File: src/sv/nsr_pkg.sv
// Shared types and fixed constants for the Newton square root core.
// No dependencies; used by the core, the divider and the checker.
`default_nettype none
package nsr_pkg;

    // Widths fixed by the beat format
    localparam int RAD_W  = 32;      // signed radicand
    localparam int ROOT_W = 24;      // unsigned root
    localparam int G_W    = 32;      // working guess and quotient
    localparam int SQ_W   = 2 * G_W; // guess squared

    // Tolerance: stop once g*g <= (r + (r >> TOL_SHIFT)) << FRAC_BITS
    localparam int TOL_SHIFT = 20;

    // One quotient bit per divider cycle
    localparam int DIV_CNT_W = $clog2(G_W + 1);

    localparam logic [ROOT_W-1:0] ROOT_MAX = {ROOT_W{1'b1}};

    // Divider status back to the sequencer
    typedef struct packed {
        logic busy;
        logic done;
    } div_stat_t;

endpackage
`default_nettype wire

File: src/sv/nsr_divider.sv
// Iterative restoring divider: one quotient bit per cycle, G_W quotient bits.
// Depends on nsr_pkg. The caller guarantees the quotient fits in G_W bits.
`default_nettype none
module nsr_divider #(
    parameter int NUM_W = 47
) (
    input  wire logic                     aclk,
    input  wire logic                     aresetn,
    input  wire logic                     start,
    input  wire logic [NUM_W-1:0]         numerator,
    input  wire logic [nsr_pkg::G_W-1:0]  divisor,
    output nsr_pkg::div_stat_t            stat,
    output logic      [nsr_pkg::G_W-1:0]  quotient
);

    localparam int G_W = nsr_pkg::G_W;
    localparam int HI_W = NUM_W - G_W;

    logic [G_W-1:0]                rem_reg, rem_next;
    logic [G_W-1:0]                quo_reg, quo_next;
    logic [G_W-1:0]                div_reg, div_next;
    logic [nsr_pkg::DIV_CNT_W-1:0] cnt_reg, cnt_next;
    logic                          busy_reg, busy_next;
    logic                          done_reg, done_next;
    logic [G_W:0]                  trial;

    // Trial subtract of the shifted partial remainder
    assign trial = {rem_reg, quo_reg[G_W-1]} - {1'b0, div_reg};

    always_comb begin
        rem_next  = rem_reg;
        quo_next  = quo_reg;
        div_next  = div_reg;
        cnt_next  = cnt_reg;
        busy_next = busy_reg;
        done_next = 1'b0;
        if (start) begin
            // upper numerator bits seed the remainder; they stay below the divisor
            rem_next  = {{(G_W-HI_W){1'b0}}, numerator[NUM_W-1:G_W]};
            quo_next  = numerator[G_W-1:0];
            div_next  = divisor;
            cnt_next  = nsr_pkg::DIV_CNT_W'(G_W);
            busy_next = 1'b1;
        end else if (busy_reg) begin
            if (!trial[G_W]) begin
                rem_next = trial[G_W-1:0];
                quo_next = {quo_reg[G_W-2:0], 1'b1};
            end else begin
                rem_next = {rem_reg[G_W-2:0], quo_reg[G_W-1]};
                quo_next = {quo_reg[G_W-2:0], 1'b0};
            end
            cnt_next = cnt_reg - 1'b1;
            if (cnt_reg == nsr_pkg::DIV_CNT_W'(1)) begin
                busy_next = 1'b0;
                done_next = 1'b1;
            end
        end
    end

    always_ff @(posedge aclk) begin
        if (!aresetn) begin
            busy_reg <= 1'b0;
            done_reg <= 1'b0;
            cnt_reg  <= '0;
        end else begin
            busy_reg <= busy_next;
            done_reg <= done_next;
            cnt_reg  <= cnt_next;
        end
        rem_reg <= rem_next;
        quo_reg <= quo_next;
        div_reg <= div_next;
    end

    assign stat.busy = busy_reg;
    assign stat.done = done_reg;
    assign quotient  = quo_reg;

endmodule
`default_nettype wire

File: src/sv/newton_square_root_core.sv
// Top level of the Newton-Raphson square root core: sequencer, guess update,
// square and stop test. Depends on nsr_pkg and nsr_divider.
// Usage:
//   Input channel  s_valid / s_ready / s_radicand: one signed fixed-point
//   radicand per beat, FRAC_BITS fraction bits.
//   Result channel m_valid / m_ready / m_root / m_negative_error: one beat per
//   input beat, in order. m_root is unsigned with FRAC_BITS fraction bits.
//   A negative radicand returns root 0 with m_negative_error set; zero
//   returns zero without any division.
// Timing:
//   Each Newton step passes through the launch, the shared restoring divider
//   (one quotient bit per cycle, 32 bits, then a done pulse), the guess update,
//   the 32x32 square and the stop test. The result beat is loaded into the
//   output register once it is free, and s_ready rises in the same cycle;
//   steps runs from 1 to MAX_STEPS (about a dozen at most at FRAC_BITS = 16),
//   zero and negative input count 0.
// Reset (aresetn, synchronous, active low) drops any item in flight and any
// pending result beat. When the receiver stalls, the finished beat is held
// in the output register; the next item may be accepted and worked on, and
// its result waits until the held beat is taken.
`default_nettype none
module newton_square_root_core #(
    parameter int FRAC_BITS = 16,
    parameter int MAX_STEPS = 24
) (
    input  wire logic                              aclk,
    input  wire logic                              aresetn,
    input  wire logic                              s_valid,
    output logic                                   s_ready,
    input  wire logic signed [nsr_pkg::RAD_W-1:0]  s_radicand,
    output logic                                   m_valid,
    input  wire logic                              m_ready,
    output logic             [nsr_pkg::ROOT_W-1:0] m_root,
    output logic                                   m_negative_error
);

    localparam int RAD_W  = nsr_pkg::RAD_W;
    localparam int G_W    = nsr_pkg::G_W;
    localparam int SQ_W   = nsr_pkg::SQ_W;
    localparam int ROOT_W = nsr_pkg::ROOT_W;
    localparam int MAG_W  = RAD_W - 1;           // magnitude of a positive radicand
    localparam int NUM_W  = MAG_W + FRAC_BITS;   // radicand << FRAC_BITS
    localparam int LIM_W  = RAD_W + FRAC_BITS;   // tolerance limit
    localparam int STEP_W = $clog2(MAX_STEPS + 1);

    typedef enum logic [2:0] {
        ST_IDLE,
        ST_LAUNCH,
        ST_DIV,
        ST_UPDATE,
        ST_SQUARE,
        ST_CHECK,
        ST_DONE
    } state_t;

    state_t              state_reg, state_next;
    logic [MAG_W-1:0]    rad_reg, rad_next;
    logic [LIM_W-1:0]    limit_reg, limit_next;
    logic [G_W-1:0]      g_reg, g_next;
    logic [SQ_W-1:0]     sq_reg, sq_next;
    logic [STEP_W-1:0]   steps_reg, steps_next;
    logic                neg_reg, neg_next;
    logic                m_valid_reg, m_valid_next;
    logic [ROOT_W-1:0]   m_root_reg, m_root_next;
    logic                m_neg_reg, m_neg_next;

    logic                 div_start;
    nsr_pkg::div_stat_t   div_stat;
    logic [G_W-1:0]       quotient;
    logic [NUM_W-1:0]     numerator;
    logic [RAD_W-1:0]     tol_sum;
    logic [G_W:0]         g_sum;
    logic [G_W-1:0]       g_half;
    logic [ROOT_W-1:0]    root_sat;

    assign numerator = {rad_reg, {FRAC_BITS{1'b0}}};
    assign div_start = (state_reg == ST_LAUNCH);

    // Tolerance term r + (r >> TOL_SHIFT) for the incoming beat
    assign tol_sum = {1'b0, s_radicand[MAG_W-1:0]}
                   + {1'b0, s_radicand[MAG_W-1:0] >> nsr_pkg::TOL_SHIFT};

    // Newton update: average of guess and quotient, truncated
    assign g_sum  = {1'b0, quotient} + {1'b0, g_reg};
    assign g_half = g_sum[G_W:1];

    // Clamp a root wider than the result field
    assign root_sat = (g_reg[G_W-1:ROOT_W] != '0) ? nsr_pkg::ROOT_MAX
                                                   : g_reg[ROOT_W-1:0];

    nsr_divider #(
        .NUM_W (NUM_W)
    ) u_div (
        .aclk      (aclk),
        .aresetn   (aresetn),
        .start     (div_start),
        .numerator (numerator),
        .divisor   (g_reg),
        .stat      (div_stat),
        .quotient  (quotient)
    );

    always_comb begin
        state_next   = state_reg;
        rad_next     = rad_reg;
        limit_next   = limit_reg;
        g_next       = g_reg;
        sq_next      = sq_reg;
        steps_next   = steps_reg;
        neg_next     = neg_reg;
        m_valid_next = m_valid_reg;
        m_root_next  = m_root_reg;
        m_neg_next   = m_neg_reg;

        // drop the held beat once the receiver takes it
        if (m_valid_reg && m_ready) begin
            m_valid_next = 1'b0;
        end

        case (state_reg)
            ST_IDLE: begin
                if (s_valid) begin
                    rad_next   = s_radicand[MAG_W-1:0];
                    limit_next = {tol_sum, {FRAC_BITS{1'b0}}};
                    g_next     = G_W'(1) << FRAC_BITS;   // start at 1.0
                    steps_next = '0;
                    neg_next   = s_radicand[RAD_W-1];
                    if (s_radicand[RAD_W-1] || (s_radicand == '0)) begin
                        // negative or zero: answer zero, skip iteration
                        g_next     = '0;
                        state_next = ST_DONE;
                    end else begin
                        state_next = ST_LAUNCH;
                    end
                end
            end
            ST_LAUNCH: begin
                state_next = ST_DIV;
            end
            ST_DIV: begin
                if (div_stat.done) begin
                    state_next = ST_UPDATE;
                end
            end
            ST_UPDATE: begin
                // guard against a zero guess
                g_next     = (g_half == '0) ? G_W'(1) : g_half;
                steps_next = steps_reg + 1'b1;
                state_next = ST_SQUARE;
            end
            ST_SQUARE: begin
                sq_next    = SQ_W'(g_reg) * SQ_W'(g_reg);
                state_next = ST_CHECK;
            end
            ST_CHECK: begin
                if ((sq_reg > SQ_W'(limit_reg)) && (steps_reg < STEP_W'(MAX_STEPS))) begin
                    state_next = ST_LAUNCH;
                end else begin
                    state_next = ST_DONE;
                end
            end
            ST_DONE: begin
                // hold until the output register is free
                if (!m_valid_reg || m_ready) begin
                    m_valid_next = 1'b1;
                    m_root_next  = root_sat;
                    m_neg_next   = neg_reg;
                    state_next   = ST_IDLE;
                end
            end
            default: begin
                state_next = ST_IDLE;
            end
        endcase
    end

    always_ff @(posedge aclk) begin
        if (!aresetn) begin
            state_reg   <= ST_IDLE;
            m_valid_reg <= 1'b0;
        end else begin
            state_reg   <= state_next;
            m_valid_reg <= m_valid_next;
        end
        rad_reg    <= rad_next;
        limit_reg  <= limit_next;
        g_reg      <= g_next;
        sq_reg     <= sq_next;
        steps_reg  <= steps_next;
        neg_reg    <= neg_next;
        m_root_reg <= m_root_next;
        m_neg_reg  <= m_neg_next;
    end

    assign s_ready          = (state_reg == ST_IDLE);
    assign m_valid          = m_valid_reg;
    assign m_root           = m_root_reg;
    assign m_negative_error = m_neg_reg;

endmodule
`default_nettype wire

File: config.mk
export PLATFORM = sky130hd
export DESIGN_NAME = newton_square_root_core
export DESIGN_NICKNAME = d
export VERILOG_FILES = /design/src/sv/nsr_pkg.sv /design/src/sv/nsr_divider.sv /design/src/sv/newton_square_root_core.sv
export SDC_FILE = /design/constraint.sdc
export NUM_CORES = 2
export LEC_CHECK = 0
export ABC_AREA = 1
export BUFFER_PORTS_ARGS = -buffer_cell sky130_fd_sc_hd__buf_2
export CORE_MARGIN = 5
export CORE_UTILIZATION = 35
export CTS_CLUSTER_SIZE = 14
export DETAILED_ROUTE_END_ITERATION = 10
export PLACE_DENSITY = 0.51
export SETUP_SLACK_MARGIN = 0.2
export SKIP_LAST_GASP = 1
export SLEW_MARGIN = 10
export SYNTH_ARGS = -nofsm -noshare
export SYNTH_HDL_FRONTEND = slang
export SYNTH_SLANG_ARGS = --single-unit
File: constraint.sdc
create_clock -name aclk -period 10.7 [get_ports aclk]
set_input_delay 1.07 -clock aclk [delete_from_list [all_inputs] [get_ports aclk]]
set_output_delay 1.07 -clock aclk [all_outputs]
set_load 0.03 [all_outputs]
==> results.md <==
* Most common library cells after synthesis: inv_1, nand2_1, fa_1, ha_1, nor2_1
* Delay-heaviest family, CP: adder cells
* Worst path cell trace: buf_4, nand2_1, fa_1, fa_1, inv_1, fa_1, inv_1, fa_1, inv_1, fa_1, fa_1, fa_1, fa_1, ha_1, nand2_1, nor2_1, nand2_1, o21ai_0, a21oi_1, xnor2_1
* Fmax at roughly 120 MHz
* CTS Buf Count at 39
* EDFF count, synth at about 250
* Area of the core at 133800 um2
* Clk slew on worst S/H paths at roughly 60 ps
* Max-Cap Viols at 0
* Flip-flop count of the largest register after layout at between 60 and 70
* Nets@finish at about 6900
* Final setup fails at 0
* Syn avg cell area at approximately 8.4 um2
* Die area at 142400 um2
* RSZ-0062 raised after global routing: no
* Min cycle time layout at between 8000 and 9000 ps
* Largest net degree at the start of global routing at between 60 and 70
* Clk buf depth at 3
* Crit Path Category: flip-flop to flip-flop
* Total congestion overflow at 0
* Gate Count Post-Synth at ~5600
* Measured slew at the worst slew-check pin at around 1100 ps
* Top Ports at 63
* Slowest cell on crit path: edfxtp_1
* Die Width at around 380 um
* Syn-to-layout area delta at 7.839%
* Via count at roughly 35000
* WP data arrival at approximately 8500 ps
* Post-CTS sizing at 0
* Final wirelength at between 100000 and 150000 um
* Die height at 377.4 um
* Remaining antenna violation count after routing at 0
* Residual DRC at 0
* Total negative setup slack at 0 ps
* Fin Hold WS at ~420 ps
* Post-synth top area cell: fa_1
* Synth unique cells at 55
* Ranking of synthesized cells by area: fa_1, edfxtp_1, inv_1
* Buf+Inv Stages, Crit Path at 4
* H-Tree Depth at 2
* Startpoint class of the critical path: flip-flop
* Synthesized area at between 40000 and 50000 um2
* GPL Wtd Cong at between 0.9 and 1
* # port buffers at just over 60
* GRT Util Overall at approximately a fifth
* CP dominant cell by count: fa_1
* Required time worst endpoint at ~11000 ps
* Final Max Slew Viols at 0
* CTS tree: done
* Yosys top cell area share at between 30% and 40%
* CTS sink cnt at ~300
* Ant. Diodes at 0
* Drt first-iter violations at about 2300
* Max FO, Critical Path at 18
* Seq/Total Area, Yosys at between 10% and 20%
* Most frequent cell after synthesis: inv_1
* Vias per cell at approximately 4.7
* Crit path capture type: flip-flop
* Slew HR at 28.87%
* Yosys warning count at 0
* Starting Density at a little over a third
* Fin. Hold Viols at 0
* Setup bufs post-CTS at 0
* Initial antenna violation count at 1
* Routed WL per cell at ~19 um
* First-pass GRT wire length at about 220000 um
* Detailed Routing Iterations Pass 1 at 5
* Synth async-reset ratio at 0%
* Syn nets at about 6900
* Rows at roughly 130
* Crit-path max cell delay at between 1000 and 1500 ps
* Final period utilization at approximately three quarters
* Skew-Pair Late Insertion Delay at ~600 ps
* Register-to-register setup slack at about 2500 ps
* Hold_buf cts at 0
* Ys flop type: edfxtp_1
* Outcome: complete, no violations
* Worst Skew at between 50 and 60 ps
* Clk root buf: clkbuf_16
* #FFs+latches synth at 297
* Filler Cell Count at roughly 14000
* Layout cell share with drive strength beyond 1 at 4.057%
* Hold crit path type: flip-flop to flip-flop
* Detail Placement HPWL at ~110000 um
* Number of global-route vias before repair at 37390
==> through the flow <==
stage	area (um2)	utilization, %	worst slack [ps]	cells
floorplan	47250	-	3575	5616
global placement	49680	37.13	2525	7370
detailed placement	49680	37.13	2663	7370
CTS	50950	38.08	2586	7437
global route	50950	38.08	2180	7437
finish	50950	38.08	2527	7437
==> layout make-up <==
class	instances	area, um2	area share [%]
tap	1768	2212	4.342
clock inverter	24	277.8	0.5452
clock buffer	43	991.0	1.945
inverter	1636	6141	12.05
sequential	297	8468	16.62
multi-input combinational	3555	32150	63.10
timing repair buffer	114	713.2	1.400
==> path summary, 6_finish.rpt <==
kind                 endpoint  cells after the start      start
min reg2reg  m_negative_error                      0    neg_reg
min          m_negative_error                      0    neg_reg
max reg2reg        sq_reg[32]                     20  g_reg[17]
max                sq_reg[32]                     20  g_reg[17]
==> worst reg2reg max path, cell delays in order, from the launching register on <==
cell and delay [ps]:
edfxtp_1 1050, buf_4 420, nand2_1 170, fa_1 530
fa_1 510, inv_1 50, fa_1 510, inv_1 60
fa_1 530, inv_1 50, fa_1 480, fa_1 560
fa_1 430, fa_1 450, ha_1 360, nand2_1 120
nor2_1 370, nand2_1 90, o21ai_0 680, a21oi_1 180
xnor2_1 340
==> cell usage in the layout (no fill, tap or decap), types with 4 or more instances in the layout <==
master	n
buf_4	51
nand4_1	20
clkbuf_16	39
a31oi_1	28
ha_1	407
dfxtp_1	45
or2_2	8
a22oi_1	15
a22o_1	16
buf_2	62
xnor2_1	63
xor2_1	105
a211oi_1	4
o21bai_1	32
a21boi_0	7
fa_1	796
inv_1	1633
a21oi_1	183
nand2_2	10
nand2_1	1224
nor4_1	14
clkinv_2	6
a21o_1	17
edfxtp_1	252
nand3_1	127
nor2_2	14
clkinv_1	5
o21ai_0	84
and3_1	4
nor2_1	271
clkbuf_1	4
bufinv_16	5
o211ai_1	8
nor3_1	46
a31o_2	7
nand3b_1	9
==> metal layers <==
layer  global-route usage, %  share of wire (%)  wire length, um
met1                   27.50                 46            63210
met3                   2.812                5.2             7151
met2                   32.95                 47            64340
met4                   4.092                2.2             2995
met5                       0                  0                0
==> cells by family after synthesis <==
group	synth area share, %
buffers and inverters	14.13
and+or+nand+nor	15.04
adders and majority gates	44.51
AOI/OAI and AO/OA	5.286
DFF	17.92
xor gates and xnor gates	3.114
Power is not shown: default switching activity piles up to over one toggle a cycle in this logic, so the estimate is an artifact.
